`src/hdl/sd_spi_mode_host_sequencer_macros.svh`:
```
// Assertion macros used by the SD SPI-mode host sequencer core.
`ifndef SD_SPI_MODE_HOST_SEQUENCER_MACROS_SVH
`define SD_SPI_MODE_HOST_SEQUENCER_MACROS_SVH
`ifndef SYNTH
// Same-cycle implication, disabled during reset.
`define SDSPI_ASSERT_IMPLY(lbl, clk, rst, ante, cons) \
   lbl: assert property (@(posedge clk) disable iff (rst) (ante) |-> (cons)) \
      else $error("sd spi sequencer: implication check failed");
// Next-cycle implication, disabled during reset.
`define SDSPI_ASSERT_NEXT(lbl, clk, rst, ante, cons) \
   lbl: assert property (@(posedge clk) disable iff (rst) (ante) |=> (cons)) \
      else $error("sd spi sequencer: next-cycle check failed");
`else
`define SDSPI_ASSERT_IMPLY(lbl, clk, rst, ante, cons)
`define SDSPI_ASSERT_NEXT(lbl, clk, rst, ante, cons)
`endif
`endif

```
`src/hdl/sdspi_pkg.sv`:
```
// Types, codes and helper functions of the SD SPI-mode host sequencer.
`timescale 1ns / 1ps
package sdspi_pkg;

   localparam int unsigned BLOCK_BYTES   = 512;
   localparam int unsigned WAKE_BYTES_DEF = 10;

   localparam logic [1:0] FUNC_REQ   = 2'd0;
   localparam logic [1:0] FUNC_MISO  = 2'd1;
   localparam logic [1:0] FUNC_WDATA = 2'd2;

   localparam logic [1:0] REQ_INIT  = 2'd0;
   localparam logic [1:0] REQ_READ  = 2'd1;
   localparam logic [1:0] REQ_WRITE = 2'd2;

   localparam logic [2:0] CSR_READY_TO  = 3'd0;
   localparam logic [2:0] CSR_TOKEN_TO  = 3'd1;
   localparam logic [2:0] CSR_POLLS     = 3'd2;
   localparam logic [2:0] CSR_IDLE_RET  = 3'd3;
   localparam logic [2:0] CSR_OP_RET    = 3'd4;

   localparam logic [2:0] STAT_OK       = 3'd0;
   localparam logic [2:0] STAT_BUSY_TO  = 3'd1;
   localparam logic [2:0] STAT_CMD_ERR  = 3'd2;
   localparam logic [2:0] STAT_TOKEN_TO = 3'd3;
   localparam logic [2:0] STAT_WR_REJ   = 3'd4;

   localparam logic [2:0] CARD_NONE = 3'd0;
   localparam logic [2:0] CARD_MMC  = 3'd1;
   localparam logic [2:0] CARD_SD1  = 3'd2;
   localparam logic [2:0] CARD_SD2  = 3'd3;
   localparam logic [2:0] CARD_SDHC = 3'd4;

   localparam logic [7:0] BYTE_IDLE   = 8'hFF;
   localparam logic [7:0] TOK_START   = 8'hFE;
   localparam logic [7:0] TOK_MULTI   = 8'hFC;
   localparam logic [7:0] TOK_STOP    = 8'hFD;
   localparam logic [7:0] CRC_CMD0    = 8'h95;
   localparam logic [7:0] CRC_CMD8    = 8'h87;
   localparam logic [7:0] CRC_DUMMY   = 8'h01;
   localparam logic [7:0] R1_IDLE     = 8'h01;
   localparam logic [7:0] R7_PATTERN  = 8'hAA;
   localparam logic [4:0] DRESP_MASK  = 5'h1F;
   localparam logic [4:0] DRESP_OK    = 5'h05;
   localparam logic [31:0] ARG_IF_COND = 32'h0000_01AA;
   localparam logic [31:0] ARG_HCS     = 32'h4000_0000;

   localparam logic [5:0] CMD_GO_IDLE   = 6'd0;
   localparam logic [5:0] CMD_SEND_OP   = 6'd1;
   localparam logic [5:0] CMD_IF_COND   = 6'd8;
   localparam logic [5:0] CMD_STOP      = 6'd12;
   localparam logic [5:0] CMD_BLOCKLEN  = 6'd16;
   localparam logic [5:0] CMD_READ_ONE  = 6'd17;
   localparam logic [5:0] CMD_READ_MUL  = 6'd18;
   localparam logic [5:0] CMD_SET_COUNT = 6'd23;
   localparam logic [5:0] CMD_WRITE_ONE = 6'd24;
   localparam logic [5:0] CMD_WRITE_MUL = 6'd25;
   localparam logic [5:0] CMD_SD_OP     = 6'd41;
   localparam logic [5:0] CMD_APP       = 6'd55;
   localparam logic [5:0] CMD_READ_OCR  = 6'd58;

   typedef enum logic [17:0] {
      PH_IDLE    = 18'd1 << 0,
      PH_WAKE    = 18'd1 << 1,
      PH_DESEL   = 18'd1 << 2,
      PH_READY   = 18'd1 << 3,
      PH_SELFAIL = 18'd1 << 4,
      PH_CMDB    = 18'd1 << 5,
      PH_R1      = 18'd1 << 6,
      PH_TRAIL   = 18'd1 << 7,
      PH_TOKEN   = 18'd1 << 8,
      PH_RDATA   = 18'd1 << 9,
      PH_RCRC    = 18'd1 << 10,
      PH_WREADY  = 18'd1 << 11,
      PH_WTOKEN  = 18'd1 << 12,
      PH_WNEED   = 18'd1 << 13,
      PH_WDATA   = 18'd1 << 14,
      PH_WCRC    = 18'd1 << 15,
      PH_WRESP   = 18'd1 << 16,
      PH_FINAL   = 18'd1 << 17
   } phase_type;

   typedef enum logic [22:0] {
      STG_NONE    = 23'd1 << 0,
      STG_CMD0    = 23'd1 << 1,
      STG_CMD8    = 23'd1 << 2,
      STG_R7      = 23'd1 << 3,
      STG_V2_55   = 23'd1 << 4,
      STG_V2_41   = 23'd1 << 5,
      STG_CMD58   = 23'd1 << 6,
      STG_OCR     = 23'd1 << 7,
      STG_V1_55A  = 23'd1 << 8,
      STG_V1_41A  = 23'd1 << 9,
      STG_V1_55   = 23'd1 << 10,
      STG_V1_41   = 23'd1 << 11,
      STG_MMC1    = 23'd1 << 12,
      STG_CMD16   = 23'd1 << 13,
      STG_CMD17   = 23'd1 << 14,
      STG_CMD18   = 23'd1 << 15,
      STG_RBLK    = 23'd1 << 16,
      STG_CMD12   = 23'd1 << 17,
      STG_CMD24   = 23'd1 << 18,
      STG_W55     = 23'd1 << 19,
      STG_W23     = 23'd1 << 20,
      STG_CMD25   = 23'd1 << 21,
      STG_WBLK    = 23'd1 << 22
   } stage_type;

   typedef struct packed {
      logic [7:0] mosi_byte;
      logic       mosi_valid;
      logic       chip_select_n;
      logic       slow_clock;
      logic [7:0] read_byte;
      logic       read_valid;
      logic       need_write_byte;
      logic       done_res;
      logic [2:0] status;
      logic [2:0] card_kind;
   } rsp_type;

   // Byte k of the six-byte command frame; anything past the CRC is a stuff byte.
   function automatic logic [7:0] frame_byte(input logic [5:0] idx, input logic [31:0] arg,
                                             input logic [2:0] k);
      logic [7:0] b;
      case (k)
         3'd0: b = {2'b01, idx};
         3'd1: b = arg[31:24];
         3'd2: b = arg[23:16];
         3'd3: b = arg[15:8];
         3'd4: b = arg[7:0];
         3'd5: b = (idx == CMD_GO_IDLE) ? CRC_CMD0 :
                   ((idx == CMD_IF_COND) ? CRC_CMD8 : CRC_DUMMY);
         default: b = BYTE_IDLE;
      endcase
      return b;
   endfunction

endpackage

```
`src/hdl/sd_spi_mode_host_sequencer.sv`:
```
// Top level of the SD SPI-mode host sequencer.
`timescale 1ns / 1ps
//  channel | direction | handshake            | payload
//  req     | in        | req_valid/req_ready  | func, request, sector, count, miso/write byte
//  rsp     | out       | rsp_valid/rsp_ready  | mosi, chip select, clock speed, read data, done
//  csr     | in        | csr_we (no wait)     | csr_index, csr_wdata
//
//  Each accepted request transfer updates the sequencer state and the result register at
//  the same edge, so one transfer per cycle is sustained while the result register has room.
//  A result that waits in the output register does not block input while rsp_ready is
//  high; with rsp_ready low and a result held, req_ready drops until it is taken.
//  Ignored transfers (requests while busy, stray bytes) are accepted and yield no result.
//  Reset is synchronous: idle, card deselected, slow clock on, registers at defaults.
module sd_spi_mode_host_sequencer #(
   parameter int unsigned WAKE_BYTES = sdspi_pkg::WAKE_BYTES_DEF
) (
   input  logic        clock,
   input  logic        reset,
   input  logic        req_valid,
   output logic        req_ready,
   input  logic [1:0]  req_func,
   input  logic [1:0]  req_request,
   input  logic [31:0] req_sector,
   input  logic [7:0]  req_count,
   input  logic [7:0]  req_miso_byte,
   input  logic [7:0]  req_write_byte,
   output logic        rsp_valid,
   input  logic        rsp_ready,
   output logic [7:0]  rsp_mosi_byte,
   output logic        rsp_mosi_valid,
   output logic        rsp_chip_select_n,
   output logic        rsp_slow_clock,
   output logic [7:0]  rsp_read_byte,
   output logic        rsp_read_valid,
   output logic        rsp_need_write_byte,
   output logic        rsp_done_res,
   output logic [2:0]  rsp_status,
   output logic [2:0]  rsp_card_kind,
   input  logic        csr_we,
   input  logic [2:0]  csr_index,
   input  logic [23:0] csr_wdata
);
   import sdspi_pkg::*;

   logic    fire;
   logic    take;
   rsp_type core_rsp;
   rsp_type out_rsp;

   // A transfer is taken whenever the result register has room.
   assign fire = req_valid && req_ready;

   sdspi_core #(
      .WAKE_BYTES (WAKE_BYTES)
   ) u_core (
      .clock      (clock),
      .reset      (reset),
      .fire       (fire),
      .func       (req_func),
      .request    (req_request),
      .sector     (req_sector),
      .count      (req_count),
      .miso_byte  (req_miso_byte),
      .write_byte (req_write_byte),
      .csr_we     (csr_we),
      .csr_index  (csr_index),
      .csr_wdata  (csr_wdata),
      .take       (take),
      .rsp        (core_rsp)
   );

   // Hold the result here so the next byte can enter while this one waits.
   sdspi_rsp_reg u_rsp_reg (
      .clock     (clock),
      .reset     (reset),
      .load      (take),
      .data_in   (core_rsp),
      .up_ready  (req_ready),
      .out_valid (rsp_valid),
      .out_ready (rsp_ready),
      .data_out  (out_rsp)
   );

   assign rsp_mosi_byte       = out_rsp.mosi_byte;
   assign rsp_mosi_valid      = out_rsp.mosi_valid;
   assign rsp_chip_select_n   = out_rsp.chip_select_n;
   assign rsp_slow_clock      = out_rsp.slow_clock;
   assign rsp_read_byte       = out_rsp.read_byte;
   assign rsp_read_valid      = out_rsp.read_valid;
   assign rsp_need_write_byte = out_rsp.need_write_byte;
   assign rsp_done_res        = out_rsp.done_res;
   assign rsp_status          = out_rsp.status;
   assign rsp_card_kind       = out_rsp.card_kind;

endmodule

```
`src/hdl/sdspi_core.sv`:
```
// Sequencer state, configuration registers and the per-transfer next-state logic.
`timescale 1ns / 1ps
`include "sd_spi_mode_host_sequencer_macros.svh"
module sdspi_core #(
   parameter int unsigned WAKE_BYTES = sdspi_pkg::WAKE_BYTES_DEF
) (
   input  logic              clock,
   input  logic              reset,
   input  logic              fire,
   input  logic [1:0]        func,
   input  logic [1:0]        request,
   input  logic [31:0]       sector,
   input  logic [7:0]        count,
   input  logic [7:0]        miso_byte,
   input  logic [7:0]        write_byte,
   input  logic              csr_we,
   input  logic [2:0]        csr_index,
   input  logic [23:0]       csr_wdata,
   output logic              take,
   output sdspi_pkg::rsp_type rsp
);
   import sdspi_pkg::*;

   typedef struct packed {
      phase_type   phase;
      stage_type   stage;
      logic [2:0]  card;
      logic [5:0]  cmd_idx;
      logic [31:0] cmd_arg;
      logic [23:0] rc;
      logic [9:0]  bc;
      logic [7:0]  sl;
      logic [7:0]  rb0;
      logic [7:0]  rb2;
      logic [31:0] target;
      logic [15:0] attempts;
      logic [1:0]  mode;
      logic        multi;
      logic [7:0]  wtoken;
      logic        cs;
      logic        slow;
      logic        sel_fail;
      logic [2:0]  err;
   } state_type;

   typedef enum logic [5:0] {
      ACT_NONE   = 6'd1 << 0,
      ACT_ISSUE  = 6'd1 << 1,
      ACT_FINISH = 6'd1 << 2,
      ACT_TRAIL  = 6'd1 << 3,
      ACT_AWAIT  = 6'd1 << 4,
      ACT_BEGIN  = 6'd1 << 5
   } act_type;

   state_type   s_ff, s_in;
   logic [23:0] ready_to_ff;
   logic [15:0] token_to_ff;
   logic [7:0]  polls_ff;
   logic [7:0]  idle_ret_ff;
   logic [15:0] op_ret_ff;

   act_type     act;
   logic [5:0]  a_idx;
   logic [31:0] a_arg;
   stage_type   a_stage;
   logic [7:0]  a_tok;
   logic        do_cmd;
   logic [7:0]  r_val;
   logic        do_rend, rend_ok, do_wend, wend_ok;
   logic [23:0] rc_inc;
   logic [10:0] bc_inc;
   logic [7:0]  sl_dec;
   logic [31:0] tgt;
   rsp_type     o;

   always_comb begin
      s_in    = s_ff;
      o       = '0;
      take    = 1'b0;
      act     = ACT_NONE;
      a_idx   = CMD_GO_IDLE;
      a_arg   = '0;
      a_stage = STG_NONE;
      a_tok   = TOK_START;
      do_cmd  = 1'b0;
      r_val   = BYTE_IDLE;
      do_rend = 1'b0;
      rend_ok = 1'b0;
      do_wend = 1'b0;
      wend_ok = 1'b0;
      rc_inc  = s_ff.rc + 24'd1;
      bc_inc  = {1'b0, s_ff.bc} + 11'd1;
      sl_dec  = s_ff.sl - 8'd1;
      tgt     = (s_ff.card == CARD_SDHC) ? sector : {sector[22:0], 9'd0};

      if (fire) begin
         case (func)
            FUNC_REQ: begin
               if (s_ff.phase == PH_IDLE && request != 2'd3) begin
                  take          = 1'b1;
                  s_in.err      = STAT_OK;
                  s_in.sel_fail = 1'b0;
                  s_in.mode     = request;
                  if (request == REQ_INIT) begin
                     s_in.multi = 1'b0;
                     s_in.card  = CARD_NONE;
                     s_in.slow  = 1'b1;
                     s_in.cs    = 1'b1;
                     s_in.bc    = '0;
                     o.mosi_byte  = BYTE_IDLE;
                     o.mosi_valid = 1'b1;
                     s_in.phase = PH_WAKE;
                  end else begin
                     s_in.sl     = count;
                     s_in.multi  = (count != 8'd1);
                     s_in.target = tgt;
                     act = ACT_ISSUE;
                     a_arg = tgt;
                     if (request == REQ_READ) begin
                        a_idx   = (count != 8'd1) ? CMD_READ_MUL : CMD_READ_ONE;
                        a_stage = (count != 8'd1) ? STG_CMD18 : STG_CMD17;
                     end else if (count == 8'd1) begin
                        a_idx   = CMD_WRITE_ONE;
                        a_stage = STG_CMD24;
                     end else if (s_ff.card != CARD_MMC) begin
                        a_idx   = CMD_APP;
                        a_arg   = '0;
                        a_stage = STG_W55;
                     end else begin
                        a_idx   = CMD_WRITE_MUL;
                        a_stage = STG_CMD25;
                     end
                  end
               end
            end
            FUNC_MISO: begin
               if (s_ff.phase != PH_IDLE && s_ff.phase != PH_WNEED) begin
                  take = 1'b1;
                  case (s_ff.phase)
                     PH_WAKE: begin
                        s_in.bc = bc_inc[9:0];
                        if (bc_inc < 11'(WAKE_BYTES)) begin
                           o.mosi_byte  = BYTE_IDLE;
                           o.mosi_valid = 1'b1;
                        end else begin
                           s_in.attempts = {8'd0, idle_ret_ff};
                           act     = ACT_ISSUE;
                           a_idx   = CMD_GO_IDLE;
                           a_stage = STG_CMD0;
                        end
                     end
                     PH_DESEL: begin
                        s_in.cs = 1'b0;
                        s_in.rc = '0;
                        o.mosi_byte  = BYTE_IDLE;
                        o.mosi_valid = 1'b1;
                        s_in.phase = PH_READY;
                     end
                     PH_READY: begin
                        o.mosi_valid = 1'b1;
                        if (miso_byte == BYTE_IDLE) begin
                           s_in.bc = '0;
                           o.mosi_byte = frame_byte(s_ff.cmd_idx, s_ff.cmd_arg, 3'd0);
                           s_in.phase = PH_CMDB;
                        end else begin
                           s_in.rc = rc_inc;
                           o.mosi_byte = BYTE_IDLE;
                           if (rc_inc >= ready_to_ff) begin
                              s_in.cs = 1'b1;
                              s_in.phase = PH_SELFAIL;
                           end
                        end
                     end
                     PH_SELFAIL: begin
                        s_in.sel_fail = 1'b1;
                        do_cmd = 1'b1;
                        r_val  = BYTE_IDLE;
                     end
                     PH_CMDB: begin
                        s_in.bc = bc_inc[9:0];
                        o.mosi_valid = 1'b1;
                        if (bc_inc < ((s_ff.cmd_idx == CMD_STOP) ? 11'd7 : 11'd6)) begin
                           o.mosi_byte = frame_byte(s_ff.cmd_idx, s_ff.cmd_arg, bc_inc[2:0]);
                        end else begin
                           s_in.bc = '0;
                           o.mosi_byte = BYTE_IDLE;
                           s_in.phase = PH_R1;
                        end
                     end
                     PH_R1: begin
                        if (miso_byte[7] && s_ff.bc < {2'b00, polls_ff}) begin
                           s_in.bc = bc_inc[9:0];
                           o.mosi_byte  = BYTE_IDLE;
                           o.mosi_valid = 1'b1;
                        end else begin
                           s_in.sel_fail = 1'b0;
                           do_cmd = 1'b1;
                           r_val  = miso_byte;
                        end
                     end
                     PH_TRAIL: begin
                        if (s_ff.bc[1:0] == 2'd0) s_in.rb0 = miso_byte;
                        if (s_ff.bc[1:0] == 2'd2) s_in.rb2 = miso_byte;
                        s_in.bc = bc_inc[9:0];
                        if (bc_inc >= 11'd4) begin
                           if (s_ff.stage == STG_R7) begin
                              if (s_ff.rb2 == R1_IDLE && miso_byte == R7_PATTERN) begin
                                 s_in.attempts = op_ret_ff;
                                 act     = ACT_ISSUE;
                                 a_idx   = CMD_APP;
                                 a_stage = STG_V2_55;
                              end else begin
                                 if (s_in.err == STAT_OK) s_in.err = STAT_CMD_ERR;
                                 act = ACT_FINISH;
                              end
                           end else begin
                              s_in.card = s_ff.rb0[6] ? CARD_SDHC : CARD_SD2;
                              act = ACT_FINISH;
                           end
                        end else begin
                           o.mosi_byte  = BYTE_IDLE;
                           o.mosi_valid = 1'b1;
                        end
                     end
                     PH_TOKEN: begin
                        if (miso_byte == TOK_START) begin
                           s_in.bc = '0;
                           o.mosi_byte  = BYTE_IDLE;
                           o.mosi_valid = 1'b1;
                           s_in.phase = PH_RDATA;
                        end else begin
                           s_in.rc = rc_inc;
                           if (rc_inc >= {8'd0, token_to_ff}) begin
                              if (s_in.err == STAT_OK) s_in.err = STAT_TOKEN_TO;
                              do_rend = 1'b1;
                           end else begin
                              o.mosi_byte  = BYTE_IDLE;
                              o.mosi_valid = 1'b1;
                           end
                        end
                     end
                     PH_RDATA: begin
                        o.read_byte  = miso_byte;
                        o.read_valid = 1'b1;
                        s_in.bc = bc_inc[9:0];
                        if (bc_inc >= 11'(BLOCK_BYTES)) begin
                           s_in.bc = '0;
                           s_in.phase = PH_RCRC;
                        end
                        o.mosi_byte  = BYTE_IDLE;
                        o.mosi_valid = 1'b1;
                     end
                     PH_RCRC: begin
                        s_in.bc = bc_inc[9:0];
                        if (bc_inc >= 11'd2) begin
                           do_rend = 1'b1;
                           rend_ok = 1'b1;
                        end else begin
                           o.mosi_byte  = BYTE_IDLE;
                           o.mosi_valid = 1'b1;
                        end
                     end
                     PH_WREADY: begin
                        if (miso_byte == BYTE_IDLE) begin
                           o.mosi_byte  = s_ff.wtoken;
                           o.mosi_valid = 1'b1;
                           s_in.phase = PH_WTOKEN;
                        end else begin
                           s_in.rc = rc_inc;
                           if (rc_inc >= ready_to_ff) begin
                              if (s_in.err == STAT_OK) s_in.err = STAT_BUSY_TO;
                              do_wend = 1'b1;
                           end else begin
                              o.mosi_byte  = BYTE_IDLE;
                              o.mosi_valid = 1'b1;
                           end
                        end
                     end
                     PH_WTOKEN: begin
                        if (s_ff.wtoken == TOK_STOP) begin
                           act = ACT_FINISH;
                        end else begin
                           s_in.bc = '0;
                           o.need_write_byte = 1'b1;
                           s_in.phase = PH_WNEED;
                        end
                     end
                     PH_WDATA: begin
                        s_in.bc = bc_inc[9:0];
                        if (bc_inc < 11'(BLOCK_BYTES)) begin
                           o.need_write_byte = 1'b1;
                           s_in.phase = PH_WNEED;
                        end else begin
                           s_in.bc = '0;
                           o.mosi_byte  = BYTE_IDLE;
                           o.mosi_valid = 1'b1;
                           s_in.phase = PH_WCRC;
                        end
                     end
                     PH_WCRC: begin
                        s_in.bc = bc_inc[9:0];
                        if (bc_inc >= 11'd2) s_in.phase = PH_WRESP;
                        o.mosi_byte  = BYTE_IDLE;
                        o.mosi_valid = 1'b1;
                     end
                     PH_WRESP: begin
                        do_wend = 1'b1;
                        wend_ok = ((miso_byte[4:0] & DRESP_MASK) == DRESP_OK);
                        if (!wend_ok && s_in.err == STAT_OK) s_in.err = STAT_WR_REJ;
                     end
                     PH_FINAL: begin
                        if (s_ff.mode == REQ_INIT) begin
                           s_in.slow = 1'b0;
                           o.status = (s_ff.card != CARD_NONE) ? STAT_OK :
                                      ((s_ff.err != STAT_OK) ? s_ff.err : STAT_CMD_ERR);
                        end else begin
                           o.status = s_ff.err;
                        end
                        o.done_res = 1'b1;
                        s_in.phase = PH_IDLE;
                     end
                     default: s_in.phase = PH_IDLE;
                  endcase
               end
            end
            FUNC_WDATA: begin
               if (s_ff.phase == PH_WNEED) begin
                  take = 1'b1;
                  o.mosi_byte  = write_byte;
                  o.mosi_valid = 1'b1;
                  s_in.phase = PH_WDATA;
               end
            end
            default: take = 1'b0;
         endcase
      end

      // Resolve the R1 answer of the command that just ended.
      if (do_cmd) begin
         act = ACT_ISSUE;
         case (s_ff.stage)
            STG_CMD0: begin
               if (r_val == R1_IDLE) begin
                  a_idx = CMD_IF_COND; a_arg = ARG_IF_COND; a_stage = STG_CMD8;
               end else if (s_ff.attempts != 16'd0) begin
                  s_in.attempts = s_ff.attempts - 16'd1;
                  a_idx = CMD_GO_IDLE; a_stage = STG_CMD0;
               end else begin
                  if (s_in.err == STAT_OK)
                     s_in.err = s_in.sel_fail ? STAT_BUSY_TO : STAT_CMD_ERR;
                  act = ACT_FINISH;
               end
            end
            STG_CMD8: begin
               if (r_val == R1_IDLE) begin
                  act = ACT_TRAIL; a_stage = STG_R7;
               end else begin
                  a_idx = CMD_APP; a_stage = STG_V1_55A;
               end
            end
            STG_V2_55: begin
               a_idx = CMD_SD_OP; a_arg = ARG_HCS; a_stage = STG_V2_41;
            end
            STG_V2_41: begin
               if (r_val == 8'd0) begin
                  a_idx = CMD_READ_OCR; a_stage = STG_CMD58;
               end else if (s_ff.attempts != 16'd0) begin
                  s_in.attempts = s_ff.attempts - 16'd1;
                  a_idx = CMD_APP; a_stage = STG_V2_55;
               end else begin
                  if (s_in.err == STAT_OK)
                     s_in.err = s_in.sel_fail ? STAT_BUSY_TO : STAT_CMD_ERR;
                  act = ACT_FINISH;
               end
            end
            STG_CMD58: begin
               if (r_val == 8'd0) begin
                  act = ACT_TRAIL; a_stage = STG_OCR;
               end else begin
                  if (s_in.err == STAT_OK)
                     s_in.err = s_in.sel_fail ? STAT_BUSY_TO : STAT_CMD_ERR;
                  act = ACT_FINISH;
               end
            end
            STG_V1_55A: begin
               a_idx = CMD_SD_OP; a_stage = STG_V1_41A;
            end
            STG_V1_41A: begin
               s_in.attempts = op_ret_ff;
               if (r_val <= 8'd1) begin
                  s_in.card = CARD_SD1; a_idx = CMD_APP; a_stage = STG_V1_55;
               end else begin
                  s_in.card = CARD_MMC; a_idx = CMD_SEND_OP; a_stage = STG_MMC1;
               end
            end
            STG_V1_55: begin
               a_idx = CMD_SD_OP; a_stage = STG_V1_41;
            end
            STG_V1_41, STG_MMC1: begin
               if (r_val == 8'd0) begin
                  a_idx = CMD_BLOCKLEN; a_arg = 32'(BLOCK_BYTES); a_stage = STG_CMD16;
               end else if (s_ff.attempts != 16'd0) begin
                  s_in.attempts = s_ff.attempts - 16'd1;
                  if (s_ff.stage == STG_MMC1) begin
                     a_idx = CMD_SEND_OP; a_stage = STG_MMC1;
                  end else begin
                     a_idx = CMD_APP; a_stage = STG_V1_55;
                  end
               end else begin
                  s_in.card = CARD_NONE;
                  if (s_in.err == STAT_OK)
                     s_in.err = s_in.sel_fail ? STAT_BUSY_TO : STAT_CMD_ERR;
                  act = ACT_FINISH;
               end
            end
            STG_CMD16: begin
               if (r_val != 8'd0) begin
                  s_in.card = CARD_NONE;
                  if (s_in.err == STAT_OK)
                     s_in.err = s_in.sel_fail ? STAT_BUSY_TO : STAT_CMD_ERR;
               end
               act = ACT_FINISH;
            end
            STG_CMD17, STG_CMD18: begin
               if (r_val == 8'd0) begin
                  act = ACT_AWAIT;
               end else begin
                  if (s_in.err == STAT_OK)
                     s_in.err = s_in.sel_fail ? STAT_BUSY_TO : STAT_CMD_ERR;
                  act = ACT_FINISH;
               end
            end
            STG_W55: begin
               a_idx = CMD_SET_COUNT; a_arg = {24'd0, s_ff.sl}; a_stage = STG_W23;
            end
            STG_W23: begin
               a_idx = CMD_WRITE_MUL; a_arg = s_ff.target; a_stage = STG_CMD25;
            end
            STG_CMD24, STG_CMD25: begin
               if (r_val == 8'd0) begin
                  act = ACT_BEGIN;
                  a_tok = (s_ff.stage == STG_CMD24) ? TOK_START : TOK_MULTI;
               end else begin
                  if (s_in.err == STAT_OK)
                     s_in.err = s_in.sel_fail ? STAT_BUSY_TO : STAT_CMD_ERR;
                  act = ACT_FINISH;
               end
            end
            default: act = ACT_FINISH;
         endcase
      end

      // End of a read block: next token, stop command or done.
      if (do_rend) begin
         if (!s_ff.multi) begin
            act = ACT_FINISH;
         end else begin
            s_in.sl = sl_dec;
            if (rend_ok && sl_dec != 8'd0) begin
               act = ACT_AWAIT;
            end else begin
               act = ACT_ISSUE; a_idx = CMD_STOP; a_arg = '0; a_stage = STG_CMD12;
            end
         end
      end

      // End of a write block: next block, stop token or done.
      if (do_wend) begin
         if (!s_ff.multi || s_ff.wtoken == TOK_STOP) begin
            act = ACT_FINISH;
         end else begin
            s_in.sl = sl_dec;
            act   = ACT_BEGIN;
            a_tok = (wend_ok && sl_dec != 8'd0) ? TOK_MULTI : TOK_STOP;
         end
      end

      case (act)
         ACT_ISSUE: begin
            s_in.cmd_idx = a_idx;
            s_in.cmd_arg = a_arg;
            s_in.stage   = a_stage;
            s_in.cs      = 1'b1;
            s_in.phase   = PH_DESEL;
         end
         ACT_FINISH: begin
            s_in.cs    = 1'b1;
            s_in.phase = PH_FINAL;
         end
         ACT_TRAIL: begin
            s_in.stage = a_stage;
            s_in.bc    = '0;
            s_in.phase = PH_TRAIL;
         end
         ACT_AWAIT: begin
            s_in.stage = STG_RBLK;
            s_in.rc    = '0;
            s_in.phase = PH_TOKEN;
         end
         ACT_BEGIN: begin
            s_in.wtoken = a_tok;
            s_in.stage  = STG_WBLK;
            s_in.rc     = '0;
            s_in.phase  = PH_WREADY;
         end
         default: s_in.wtoken = s_in.wtoken;
      endcase
      if (act != ACT_NONE) begin
         o.mosi_byte  = BYTE_IDLE;
         o.mosi_valid = 1'b1;
      end

      o.chip_select_n = s_in.cs;
      o.slow_clock    = s_in.slow;
      o.card_kind     = s_in.card;
   end

   assign rsp = o;

   always_ff @(posedge clock) begin
      if (reset) begin
         s_ff.phase    <= PH_IDLE;
         s_ff.stage    <= STG_NONE;
         s_ff.card     <= CARD_NONE;
         s_ff.cmd_idx  <= '0;
         s_ff.cmd_arg  <= '0;
         s_ff.rc       <= '0;
         s_ff.bc       <= '0;
         s_ff.sl       <= '0;
         s_ff.rb0      <= '0;
         s_ff.rb2      <= '0;
         s_ff.target   <= '0;
         s_ff.attempts <= '0;
         s_ff.mode     <= REQ_INIT;
         s_ff.multi    <= 1'b0;
         s_ff.wtoken   <= '0;
         s_ff.cs       <= 1'b1;
         s_ff.slow     <= 1'b1;
         s_ff.sel_fail <= 1'b0;
         s_ff.err      <= STAT_OK;
      end else begin
         s_ff <= s_in;
      end
   end

   always_ff @(posedge clock) begin
      if (reset) begin
         ready_to_ff <= 24'hFF_FFFF;
         token_to_ff <= 16'hFFFF;
         polls_ff    <= 8'd31;
         idle_ret_ff <= 8'd20;
         op_ret_ff   <= 16'd65534;
      end else if (csr_we) begin
         case (csr_index)
            CSR_READY_TO: ready_to_ff <= csr_wdata;
            CSR_TOKEN_TO: token_to_ff <= csr_wdata[15:0];
            CSR_POLLS:    polls_ff    <= csr_wdata[7:0];
            CSR_IDLE_RET: idle_ret_ff <= csr_wdata[7:0];
            CSR_OP_RET:   op_ret_ff   <= csr_wdata[15:0];
            default:      polls_ff    <= polls_ff;
         endcase
      end
   end

   `SDSPI_ASSERT_IMPLY(a_idle_deselected, clock, reset, s_ff.phase == PH_IDLE, s_ff.cs)
   `SDSPI_ASSERT_NEXT(a_done_goes_idle, clock, reset, take && o.done_res, s_ff.phase == PH_IDLE)
   `SDSPI_ASSERT_NEXT(a_wdata_follows, clock, reset,
      fire && func == FUNC_WDATA && s_ff.phase == PH_WNEED, s_ff.phase == PH_WDATA)
   `SDSPI_ASSERT_IMPLY(a_no_send_and_need, clock, reset, take,
      !(o.mosi_valid && o.need_write_byte))

endmodule

```
`src/hdl/sdspi_rsp_reg.sv`:
```
// Result register that holds one result transfer until the consumer takes it.
`timescale 1ns / 1ps
module sdspi_rsp_reg (
   input  logic               clock,
   input  logic               reset,
   input  logic               load,
   input  sdspi_pkg::rsp_type data_in,
   output logic               up_ready,
   output logic               out_valid,
   input  logic               out_ready,
   output sdspi_pkg::rsp_type data_out
);
   import sdspi_pkg::*;

   logic    valid_ff;
   rsp_type data_ff;

   assign up_ready  = !valid_ff || out_ready;
   assign out_valid = valid_ff;
   assign data_out  = data_ff;

   always_ff @(posedge clock) begin
      if (reset) begin
         valid_ff <= 1'b0;
      end else if (up_ready) begin
         valid_ff <= load;
      end
   end

   always_ff @(posedge clock) begin
      if (load && up_ready) begin
         data_ff <= data_in;
      end
   end

endmodule
```
`config.mk`:
```
export PLATFORM = sky130hd
export DESIGN_NAME = sd_spi_mode_host_sequencer
export DESIGN_NICKNAME = d
export VERILOG_FILES = /design/src/hdl/sdspi_pkg.sv /design/src/hdl/sd_spi_mode_host_sequencer.sv /design/src/hdl/sdspi_core.sv /design/src/hdl/sdspi_rsp_reg.sv
export VERILOG_INCLUDE_DIRS = /design/src /design/src/hdl
export SDC_FILE = /design/constraint.sdc
export NUM_CORES = 1
export LEC_CHECK = 0
export ABC_CLOCK_PERIOD_IN_PS = 3820
export BUFFER_PORTS_ARGS = -buffer_cell sky130_fd_sc_hd__buf_2
export CAP_MARGIN = 5
export CORE_ASPECT_RATIO = 1.2
export CORE_MARGIN = 2
export CORE_UTILIZATION = 39
export DETAILED_ROUTE_END_ITERATION = 16
export SLEW_MARGIN = 10
export SYNTH_ARGS = -nofsm -noshare
export SYNTH_HDL_FRONTEND = slang
export SYNTH_HIERARCHICAL = 1
export SYNTH_SLANG_ARGS = --single-unit
export TNS_END_PERCENT = 5
```
`constraint.sdc`:
```
create_clock -name clock -period 3.82 [get_ports clock]
set_input_delay 0.573 -clock clock [delete_from_list [all_inputs] [get_ports clock]]
set_output_delay 0.573 -clock clock [all_outputs]
set_load 0.01 [all_outputs]
```
Word-level counts from Yosys, hierarchy flattened
Cells that the tools add are included.
{"block": "totals", "regBits": 306, "inputBits": 92, "output_inout_bits": 30}
{"block": "classes", "add_sub_neg": 4, "n_lt_le_gt_ge": 10, "n_eq_ne": 93, "muxes": 281, "bitwise_logic": 1, "reduce_logical": 64}
{"cell": "two-way mux 32 bit", "count": 17}
{"cell": "two-way mux 23 bit", "count": 19}
{"cell": "one-hot mux 23 bit (11 select lines)", "count": 1}
{"cell": "two-way mux 18 bit", "count": 14}
{"cell": "two-way mux 16 bit", "count": 15}
{"cell": "two-way mux 6 bit", "count": 38}
{"cell": "one-hot mux 18 bit (10 select lines)", "count": 1}
{"cell": "two-way mux 8 bit", "count": 22}
{"cell": "one-hot mux 32 bit (5 select lines)", "count": 1}
{"cell": "two-way mux 9 bit", "count": 15}
{"cell": "two-way mux 3 bit", "count": 40}
{"cell": "one-hot mux 23 bit (2 select lines)", "count": 2}
{"cell": "two-way mux 10 bit", "count": 9}
{"cell": "one-hot mux 18 bit (5 select lines)", "count": 1}
{"cell": "one-hot mux 9 bit (10 select lines)", "count": 1}
{"cell": "one-hot mux 10 bit (8 select lines)", "count": 1}
{"cell": "two-way mux 75 bit", "count": 1}
{"cell": "one-hot mux 24 bit (3 select lines)", "count": 1}
{"cell": "one-hot mux 23 bit (3 select lines)", "count": 1}
{"cell": "one-hot mux 18 bit (3 select lines)", "count": 1}
{"cell": "two-way mux 24 bit", "count": 2}
{"cell": "one-hot mux 16 bit (3 select lines)", "count": 1}
{"cell": "one-hot mux 6 bit (8 select lines)", "count": 1}
{"cell": "one-hot mux 8 bit (6 select lines)", "count": 1}
{"cell": "119 further kinds", "count": 247}

Longest topological paths before layout
Gate-level depths: netlist (run 1).
{"block": "depth", "word_depth": 17, "depth_mapped": 20, "depth_no_buf": 15}

Modules after synthesis
Netlist (run 1), hierarchy kept.
{"mod": "sdspi_core", "n_inst": 1, "cells_each": 2252, "area_per_inst_um2": 17321.6, "seq_area_each_um2": 5305.1}
{"mod": "sdspi_rsp_reg", "n_inst": 1, "cells_each": 33, "area_per_inst_um2": 895.9, "seq_area_each_um2": 860.8}
{"mod": "sd_spi_mode_host_sequencer", "n_inst": 1, "cells_each": 1, "area_per_inst_um2": 6.3, "seq_area_each_um2": 0.0}

Worst setup path after synthesis (run 1)
Ideal clock, no wire load.
{"block": "synth_timing", "path_type": "flip-flop to flip-flop", "from": "reg u_core/s_ff[104] (netlist name)", "to": "reg u_rsp_reg.data_ff, in the netlist u_rsp_reg/data_out[23], data pin", "arrival_time_ns": 3.823, "slack_ns": -0.288, "path_stages_with_launch": 17, "n_path_buf": 2, "path_cell_list": "dfxtp_1 and4_1 and4_1 clkbuf_1 a31oi_1 or2_2 ha_1 a21oi_1 o21ai_0 a2111oi_0 o211ai_1 a31oi_1 o221ai_1 or2_1 buf_6 a211oi_4 o2111ai_1"}
{"block": "synth_via", "elab_chain_cells": 11, "elab_cells_between_ends": 26}
{"item": "start: declaration", "line": "sdspi_core.sv:55", "rtl": "state_type s_ff, s_in;"}
{"item": "start signal: assignment", "line": "sdspi_core.sv:542", "rtl": "s_ff <= s_in;"}
{"item": "adder 24 x 1 -> 24 bit *", "line": "sdspi_core.sv:91", "rtl": "rc_inc = s_ff.rc + 24'd1;"}
{"item": "greater-or-equal comparator 24 x 16 -> 1 bit", "line": "sdspi_core.sv:233", "rtl": "if (rc_inc >= {8'd0, token_to_ff}) begin"}
{"item": "two-way mux 1 bit", "line": "sdspi_core.sv:233"}
{"item": "two-way mux 1 bit", "line": "sdspi_core.sv:226", "rtl": "if (miso_byte == TOK_START) begin"}
{"item": "one-hot mux 1 bit (2 select lines)", "line": "sdspi_core.sv:139", "rtl": "case (s_ff.phase)"}
{"item": "two-way mux 1 bit", "line": "sdspi_core.sv:137", "rtl": "if (s_ff.phase != PH_IDLE && s_ff.phase != PH_WNEED) begin"}
{"item": "two-way mux 1 bit", "line": "sdspi_core.sv:97", "rtl": "case (func)"}
{"item": "two-way mux 1 bit", "line": "sdspi_core.sv:96", "rtl": "if (fire) begin"}
{"item": "two-way mux 6 bit", "line": "sdspi_core.sv:454", "rtl": "if (do_rend) begin"}
{"item": "two-way mux 6 bit", "line": "sdspi_core.sv:468", "rtl": "if (do_wend) begin"}
{"item": "!= test 6 x 1 -> 1 bit", "line": "sdspi_core.sv:508", "rtl": "if (act != ACT_NONE) begin"}
{"item": "end signal: assignment", "line": "sdspi_rsp_reg.sv:32", "rtl": "data_ff <= data_in;"}
{"item": "end: declaration", "line": "sdspi_rsp_reg.sv:16", "rtl": "rsp_type data_ff;"}
Mark *: on every way between the ends. The rest lies on a longest branch, timed or not.
A chain may end at the register's enable or synchronous reset.

Worst setup path after layout (run 1)
Same ends and word-level chain as after synthesis.

==> results of run 1 <==
==> per-stage QoR <==
stage                     hold slack [ps]  TNS, ps  cell area [µm²]
final                                 248    -4250            23000
after global placement                439   -20710            21100
after detailed placement              448   -36920            21100
after floorplan                       427        0            18300
after global routing                  255   -25080            23000
after CTS                             232     -192            22500
==> worst max-delay path by stage <==
stage | from | end | slack (ps) | cells after the start
2_1_floorplan | u_core/s_ff[106] | u_rsp_reg/data_out[18] | 10 | 18
3_3_place_gp | u_core/s_ff[100] | u_rsp_reg/data_out[18] | -440 | 18
3_5_place_dp | u_core/s_ff[100] | u_rsp_reg/data_out[18] | -570 | 16
4_1_cts | u_core/s_ff[100] | u_rsp_reg/data_out[27] | -30 | 17
5_1_grt | u_core/s_ff[104] | u_rsp_reg/data_out[23] | -380 | 18
6_report | u_core/s_ff[104] | u_rsp_reg/data_out[23] | -170 | 17
==> metal layers <==
| metal | vias up | GRT usage, % |
|---|---|---|
| met5 | - | 0 |
| met4 | 2 | 14.6 |
| met3 | 177 | 4.55 |
| met2 | 726 | 47.5 |
| met1 | 9139 | 30.9 |
| li1 | 9005 | - |
==> flip-flops by register name, indices dropped and copies added, names as in the netlist <==
name / count
u_core/s_ff: 193
u_rsp_reg/data_out: 28
u_core/ready_to_ff: 24
u_core/op_ret_ff: 16
u_core/token_to_ff: 16
u_core/idle_ret_ff: 8
u_core/polls_ff: 8
u_rsp_reg/out_valid: 1
==> worst max-delay path: stages (launching register included) <==
cell and delay, ps:
dfxtp_2 320, and4_4 220, and4_4 220, buf_6 140
nand2_4 70, xnor2_2 140, ha_1 340, a21oi_2 150
o21ai_2 110, a2111oi_2 420, o211ai_1 170, buf_4 200
a31oi_4 250, o221ai_4 130, or2_4 290, a211oi_4 260
buf_6 180, o2111ai_2 90
==> timing repair <==
item,in CTS,in global routing
buffers inserted,5,7
cloned,2,0
resized for setup,53,99
pin swaps,19,46
hold buffers,0,0
setup endpoints to repair,124,124
hold endpoints to repair,0,0
==> kinds of logic (layout without fill, tap and decap cells) <==
group | count (synthesis) | in the layout | synth area share, %
flip-flops | 294 | 294 | 33.8
AO/OA/AOI/OAI | 651 | 651 | 23.8
adder cells (fa/ha/maj) | 64 | 64 | 4.39
buffers and inverters | 239 | 543 | 5.62
XOR/XNOR | 43 | 43 | 2.07
AND/OR/NAND/NOR | 952 | 952 | 27.9
multiplexers | 43 | 43 | 2.36
==> power by group through the flow <==
stage	Combinational, W	Clock (W)	Sequential, W
2_1_floorplan	0.000299	0	0.00325
3_3_place_gp	0.000514	0	0.00325
3_5_place_dp	0.000523	0	0.00326
4_1_cts	0.000534	0.00366	0.00319
5_1_grt	0.000598	0.00379	0.00319
6_report	0.000550	0.00360	0.00319
==> cells in the mapped netlist, types with 30 or more instances <==
master | n | area share [%]
nand2_1 | 309 | 6.4
dfxtp_1 | 266 | 29
a21oi_1 | 170 | 4.7
nor2_1 | 153 | 3.2
o21ai_0 | 134 | 3.7
clkbuf_1 | 119 | 2.5
nand3_1 | 89 | 2.4
inv_1 | 85 | 1.8
ha_1 | 64 | 4.4
nor3_1 | 60 | 1.6
o211ai_1 | 49 | 2.0
nand4_1 | 46 | 1.6
mux2i_1 | 43 | 2.4
and3_1 | 37 | 1.3
a211oi_1 | 35 | 1.4
a22oi_1 | 35 | 1.4
nor4_1 | 35 | 1.2
xnor2_1 | 32 | 1.5
nand3_2 | 30 | 1.6
==> placed cells by master, fill, tap and decap left out, drive strengths merged, types with 11 or more instances in the layout <==
cell type,netlist,final
and4,16,16
a31oi,12,12
dfxtp,266,266
o2111ai,14,14
clkbuf,119,41
nand2b,22,22
inv,86,90
nor2,153,153
and3,38,38
or3,17,17
a21oi,185,185
buf,34,394
o211ai,49,49
xor2,11,11
or2,21,21
xnor2,32,32
nor2b,20,20
nand4,46,46
o21ai,144,144
o2bb2ai,23,23
and2,17,17
a22oi,35,35
nor3,63,63
nand3,120,120
nor4,45,45
mux2i,43,43
ha,64,64
a21o,14,14
edfxtp,28,28
or4,23,23
nor4b,11,11
a22o,24,24
a211oi,36,36
nand2,310,310
==> area by class of cell <==
class | count | area share (%)
clock buffer | 41 | 3.99
sequential | 294 | 26.9
tap | 616 | 3.35
multi-input combinational | 1753 | 50.8
timing repair buffer | 394 | 12.3
inverter | 86 | 1.40
clock inverter | 22 | 1.25
==> summary.md, run 1 <==
| Metric | Value |
|---|---|
| Final Non-Filler Cells | `3,206` |
| Hold crit path type | `primary input to flop` |
| Row count | `86` |
| Critical Path AT | `4270 ps` |
| Pwr/cell area | `319 mW/mm²` |
| Ports | `122` |
| Clk buf depth | `3` |
| Slew Viols, Final | `0` |
| CP Class | `flop to flop` |
| Layout area overhead | `26.3%` |
| Placed insts | `3,130` |
| Vias in the first global route | `18,513` |
| P_leak | `9.41 nW` |
| Worst R2R Start | `u_core/s_ff[104]` |
| Mapped Area | `0.0182 mm²` |
| Data required time of the critical path | `4100 ps` |
| # clock sinks | `294` |
| Switching pwr | `0.00184 W` |
| Status | `finished with violations` |
| Synth Register Bits | `294` |
| Worst r2r dst | `u_rsp_reg/data_out[23]` |
| Crit start category | `flop` |
| RSZ-0062 raised after global routing | `true` |
| Pre-CTS WS | `-571 ps` |
| Die Ht | `241 µm` |
| Core Box Area | `0.0461 mm²` |
| Total Nets Final | `2,720` |
| Worst-path fanout max | `5` |
| Final WS setup | `-173 ps` |
| Worst-Skew Late Latency | `560 ps` |
| Worst r2r path cells | `17` |
| Starting Density | `39.6%` |
| Skew final | `16.6 ps` |
| Share of layout cells above drive strength 1 | `25.3%` |
| Hold path startpoint | `csr_wdata[20]` |
| Worst setup EP type | `flop` |
| Clock root buffer | `clkbuf_16` |
| Seq pwr share | `43.4%` |
| CTS tree | `done` |
| Max rail drop VDD | `0.315 mV` |
| Tcrit/Tclk final | `105%` |
| CTS buffer count | `35` |
| Clock slew at reported path FFs | `60 ps` |
| Final hold violation count | `0` |
| Post-layout util | `50.0%` |
| Initial antenna violation count | `3` |
| Ys Warns | `6` |
| Mean area per synthesized cell | `7.97 µm²` |
| FF-to-FF setup slack | `-170 ps` |
| Net Sw Frac | `25.0%` |
| Post-synth EDFFs | `28` |
| # port buffers | `121` |
| First-pass GRT wire length | `103 mm` |
| DR iter-0 viols | `1,646` |
| Failing checks | `negative setup slack` |
| Largest net degree at the start of global routing | `83` |
| Highest routed layer | `met5` |
| Worst slew pin tran | `984 ps` |
| Register area | `0.00618 mm²` |
| Die area | `0.0485 mm²` |
| Main synth FF type | `dfxtp_1` |
| Final antenna-violating net count | `0` |
| Routed WL per cell | `20.9 µm` |
| Hold depth | `3` |
| Vias post-DR | `19,049` |
| Mapped Nets | `2,442` |
| CTS HTree Levels | `2` |
| Unique masters post-synth | `98` |
| FFs w/ async S/R, synth | `0%` |
| Hold path endpoint | `u_core/ready_to_ff[20]` |
| Synth Instances | `2,286` |
| Register area share after synthesis | `33.8%` |
| Fillers | `4,524` |
| Die width | `201 µm` |
| Routability cong. | `0.967` |
| Vias per std cell | `5.94` |
| Final wirelength | `67.0 mm` |
| Internal Power | `0.00550 W` |
| Metal3 WL | `4.38 mm` |
| Final Critical Period | `3990 ps` |
| DRC viols | `0` |
| Number of max-cap violations | `0` |
| ANT cells | `0` |
| Detail Route met2 WL | `32.9 mm` |
| Fmax | `250 MHz` |
| Total gr overflow | `0` |
| Post-DP HPWL | `50.2 mm` |
| Clock network power share | `49.1%` |
| Total GRT Usage | `26.8%` |
| Multi-input gate area | `0.0117 mm²` |
| # setup viols final | `60` |
| Overall power | `0.00734 W` |
| Pre-antenna DRT Iters | `6` |
| Combinational Power Share | `7.5%` |
| Metal-1 WL | `26.0 mm` |
| Relative slew margins | `34.1%` |
Note: power is estimated with default switching activity, not from simulation.
==> inputs of run 2 (changes only) <==
--- a/config.mk
+++ b/config.mk
@@ -13,6 +13,7 @@
 export CORE_MARGIN = 2
 export CORE_UTILIZATION = 39
 export DETAILED_ROUTE_END_ITERATION = 16
+export MAX_ROUTING_LAYER = met4
 export SLEW_MARGIN = 10
 export SYNTH_ARGS = -nofsm -noshare
 export SYNTH_HDL_FRONTEND = slang
==> run 2 against run 1 <==
The run still ends with negative setup slack left. Via count is 0.26% lower. Combinational power hardly changed. Critical endpoint unchanged. Largest power group unchanged. Critical path type unchanged. Critical path depth fell by 2. Final cell count is 0.28% lower. Sequential share of layout area increased by 0.28 points. Count of clock-buffer cells in the layout increased by 7. Design area down 1.1%. Total power decreased by 0.86%. Global-route usage grew 1.0 points. Highest routed layer is now met4. Sequential cell count unchanged. First-iteration DRC count is 3.1% lower.
==> summary.md, run 2 (same netlist as run 1, synthesis figures left out) <==
| Metric | Value |
|---|---|
| Final wirelength | `67.3 mm (was 67.0 mm)` |
| Gate family responsible for the most delay along the worst path | `simple AND/OR/NAND/NOR gates (was compound AO/OA/AOI/OAI gates)` |
| Crit-path most repeated cell | `buf_4` |
| Crit path buffers/inverters | `3 (unchanged)` |
| Die Ht | `241 µm (unchanged)` |
| Vias post-DR | `19,000 (was 19,049)` |
| Starting Density | `39.6% (unchanged)` |
| Most flop-heavy register | `u_core/s_ff (unchanged)` |
| CTS HTree Levels | `2 (unchanged)` |
| DRC viols | `0 (unchanged)` |
| Pre-CTS WS | `-549 ps (was -571 ps)` |
| Worst setup EP type | `flop (unchanged)` |
| Failing checks | `negative setup slack (unchanged)` |
| Post-layout util | `49.5% (was 50.0%)` |
| Total gr overflow | `0 (unchanged)` |
| Largest register FFs | `193 (unchanged)` |
| Worst r2r path cells | `15 (was 17)` |
| Crit start category | `flop (unchanged)` |
| # port buffers | `121 (unchanged)` |
| Final Non-Filler Cells | `3,197 (was 3,206)` |
| Worst R2R Start | `u_core/s_ff[110] (was u_core/s_ff[104])` |
| Post-DP HPWL | `50.4 mm (was 50.2 mm)` |
| Total Nets Final | `2,711 (was 2,720)` |
| Commonest non-fill, non-tap cells in the layout | `305 x nand2_1, 253 x dfxtp_1, 248 x buf_4, 163 x a21oi_1, 149 x nor2_1 (was 305 x nand2_1, 254 x dfxtp_1, 250 x buf_4, 166 x a21oi_1, 149 x nor2_1)` |
| Final WS setup | `-98.6 ps (was -173 ps)` |
| Initial antenna violation count | `2 (was 3)` |
| Clock root buffer | `clkbuf_16 (unchanged)` |
| CP Depth | `15 (was 17)` |
| Final hold violation count | `0 (unchanged)` |
| Relative slew margins | `28.3% (was 34.1%)` |
| CTS buffer count | `35 (unchanged)` |
| Worst r2r dst | `u_rsp_reg/data_out[23] (unchanged)` |
| Core Box Area | `0.0461 mm² (unchanged)` |
| Fillers | `4,583 (was 4,524)` |
| Fmax | `255 MHz (was 250 MHz)` |
| Die area | `0.0485 mm² (unchanged)` |
| Status | `finished with violations (unchanged)` |
| Vias per std cell | `5.94 (about the same)` |
| # setup viols final | `31 (was 60)` |
| Hold path startpoint | `csr_wdata[20] (unchanged)` |
| Largest net degree at the start of global routing | `72 (was 83)` |
| Ports | `122 (unchanged)` |
| TNS Setup | `-956 ps (was -4250 ps)` |
| Critical Path AT | `4180 ps (was 4270 ps)` |
| Number of max-cap violations | `0 (unchanged)` |
| Routability cong. | `0.977 (was 0.967)` |
| Routed WL per cell | `21.1 µm (was 20.9 µm)` |
| Hold path endpoint | `u_core/ready_to_ff[20] (unchanged)` |
| Die width | `201 µm (unchanged)` |
| Total GRT Usage | `27.9% (was 26.8%)` |
| Data required time of the critical path | `4080 ps (was 4100 ps)` |
| Clock slew at reported path FFs | `60 ps (about the same)` |
| Post-route cell area | `0.0228 mm² (was 0.0230 mm²)` |
| Placed insts | `3,123 (was 3,130)` |
| Row count | `86 (unchanged)` |
| RSZ-0062 raised after global routing | `true (unchanged)` |
| Hold depth | `3 (unchanged)` |
| CP Class | `flop to flop (unchanged)` |
| Tcrit/Tclk final | `103% (was 105%)` |
| Share of layout cells above drive strength 1 | `24.7% (was 25.3%)` |
| Final antenna-violating net count | `0 (unchanged)` |
| CTS tree | `done (unchanged)` |
| First-pass GRT wire length | `104 mm (was 103 mm)` |
| Worst slew pin tran | `1050 ps (was 984 ps)` |
| DR iter-0 viols | `1,595 (was 1,646)` |
| Critical path, cell by cell | `nand3_2 > or4_1 > o21a_1 > or2_2 > ha_4 > buf_4 > nand4_1 > nor2_4 > a31oi_4 > buf_4 > a2bb2oi_4 > and2_4 > a211oi_4 > buf_6 > o2111ai_2 (was and4_4 > and4_4 > buf_6 > nand2_4 > xnor2_2 > ha_1 > a21oi_2 > o21ai_2 > a2111oi_2 > o211ai_1 > buf_4 > a31oi_4 > o221ai_4 > or2_4 > a211oi_4 > buf_6 > o2111ai_2)` |
| Final Critical Period | `3920 ps (was 3990 ps)` |
| Placed cell areas | `0.0210 mm² (was 0.0211 mm²)` |
| Slew Viols, Final | `0 (unchanged)` |
| Most common cell after layout, fill and taps aside | `nand2_1 (unchanged)` |
| Vias in the first global route | `18,280 (was 18,513)` |
| Pre-antenna DRT Iters | `9 (was 6)` |
| Delay of the slowest critical-path stage | `580 ps (was 420 ps)` |
| # clock sinks | `294 (unchanged)` |
| FF-to-FF setup slack | `-100 ps (was -170 ps)` |
| Skew final | `32.1 ps (was 16.6 ps)` |
| Pwr/cell area | `320 mW/mm² (was 319 mW/mm²)` |
| Hold crit path type | `primary input to flop (unchanged)` |
| Layout area overhead | `25.0% (was 26.3%)` |
| Worst-Skew Late Latency | `560 ps (about the same)` |
| P_leak | `9.31 nW (was 9.41 nW)` |
| Max rail drop VDD | `0.361 mV (was 0.315 mV)` |
| Worst-path fanout max | `5 (unchanged)` |
| CP max-delay cell | `or4_1 (was a2111oi_2)` |
| Clk buf depth | `3 (unchanged)` |
==> run 2: changes by cell type in the layout (fill, tap and decap cells not counted), sizes merged <==
cell	change
buf	-9
clkbuf	+7
inv	-3
bufinv	-2
clkinvlp	-2
clkinv	-1
diode	+1
==> run 2: power by group <==
part | internal, W | switching, W | leakage (nW) | total, W
Combinational | 0.000194 | 0.000358 | 6.30 | 0.000552
Clock | 0.00213 | 0.00140 | 0.585 | 0.00354
Sequential | 0.00316 | 0.0000268 | 2.43 | 0.00319
==> run 2: timing repair <==
action / 4_1_cts / 5_1_grt
gates cloned: 1 / 0
pin swaps: 28 / 15
setup buffers: 8 / 3
gates resized for setup: 77 / 54
setup endpoints to repair: 124 / 125
endpoints found under the hold margin: 0 / 0
hold buffers: 0 / 0
==> run 2: layer usage <==
| metal | up-vias | share of wire (%) | track usage (%) |
|---|---|---|---|
| li1 | 8980 | - | - |
| met1 | 9201 | 40 | 32.4 |
| met2 | 651 | 50 | 48.2 |
| met3 | 168 | 5.7 | 3.71 |
| met4 | 0 | 4.5 | 12.2 |
| met5 | - | 0 | - |
==> run 2: final cells by class <==
| cell class | count | area (µm²) | share of cell area [%] |
|---|---|---|---|
| sequential | 294 | 6180 | 27.1 |
| clock inverter | 14 | 186 | 0.819 |
| inverter | 86 | 323 | 1.42 |
| clock buffer | 48 | 1020 | 4.46 |
| antenna | 1 | 2.50 | 0.0110 |
| timing repair buffer | 385 | 2730 | 12.0 |
| multi-input combinational | 1753 | 11600 | 50.8 |
| tap | 616 | 771 | 3.38 |
==> run 2: worst max path at each step <==
stage,from,to,slack (ps)
final,u_core/s_ff[110],u_rsp_reg/data_out[23],-100
after CTS,u_core/s_ff[99],u_rsp_reg/data_out[25],-20
after floorplan,u_core/s_ff[106],u_rsp_reg/data_out[18],10
after global routing,u_core/s_ff[100],u_rsp_reg/data_out[25],-210
after global placement,u_core/s_ff[100],u_rsp_reg/data_out[24],-490
after detailed placement,u_core/s_ff[100],u_rsp_reg/data_out[24],-550
==> run 2: worst reg2reg max path, stage by stage (launching register included) <==
cell and delay, ps:
dfxtp_2 350, nand3_2 140, or4_1 580, o21a_1 200
or2_2 330, ha_4 290, buf_4 90, nand4_1 130
nor2_4 210, a31oi_4 150, buf_4 180, a2bb2oi_4 180
and2_4 200, a211oi_4 320, buf_6 170, o2111ai_2 90
==> run 2: through the flow <==
stage | hold WS [ps] | power [W]
global route | 234 | 0.00752
global placement | 438 | 0.00377
detailed placement | 447 | 0.00378
CTS | 209 | 0.00734
finish | 236 | 0.00728
floorplan | 427 | 0.00355
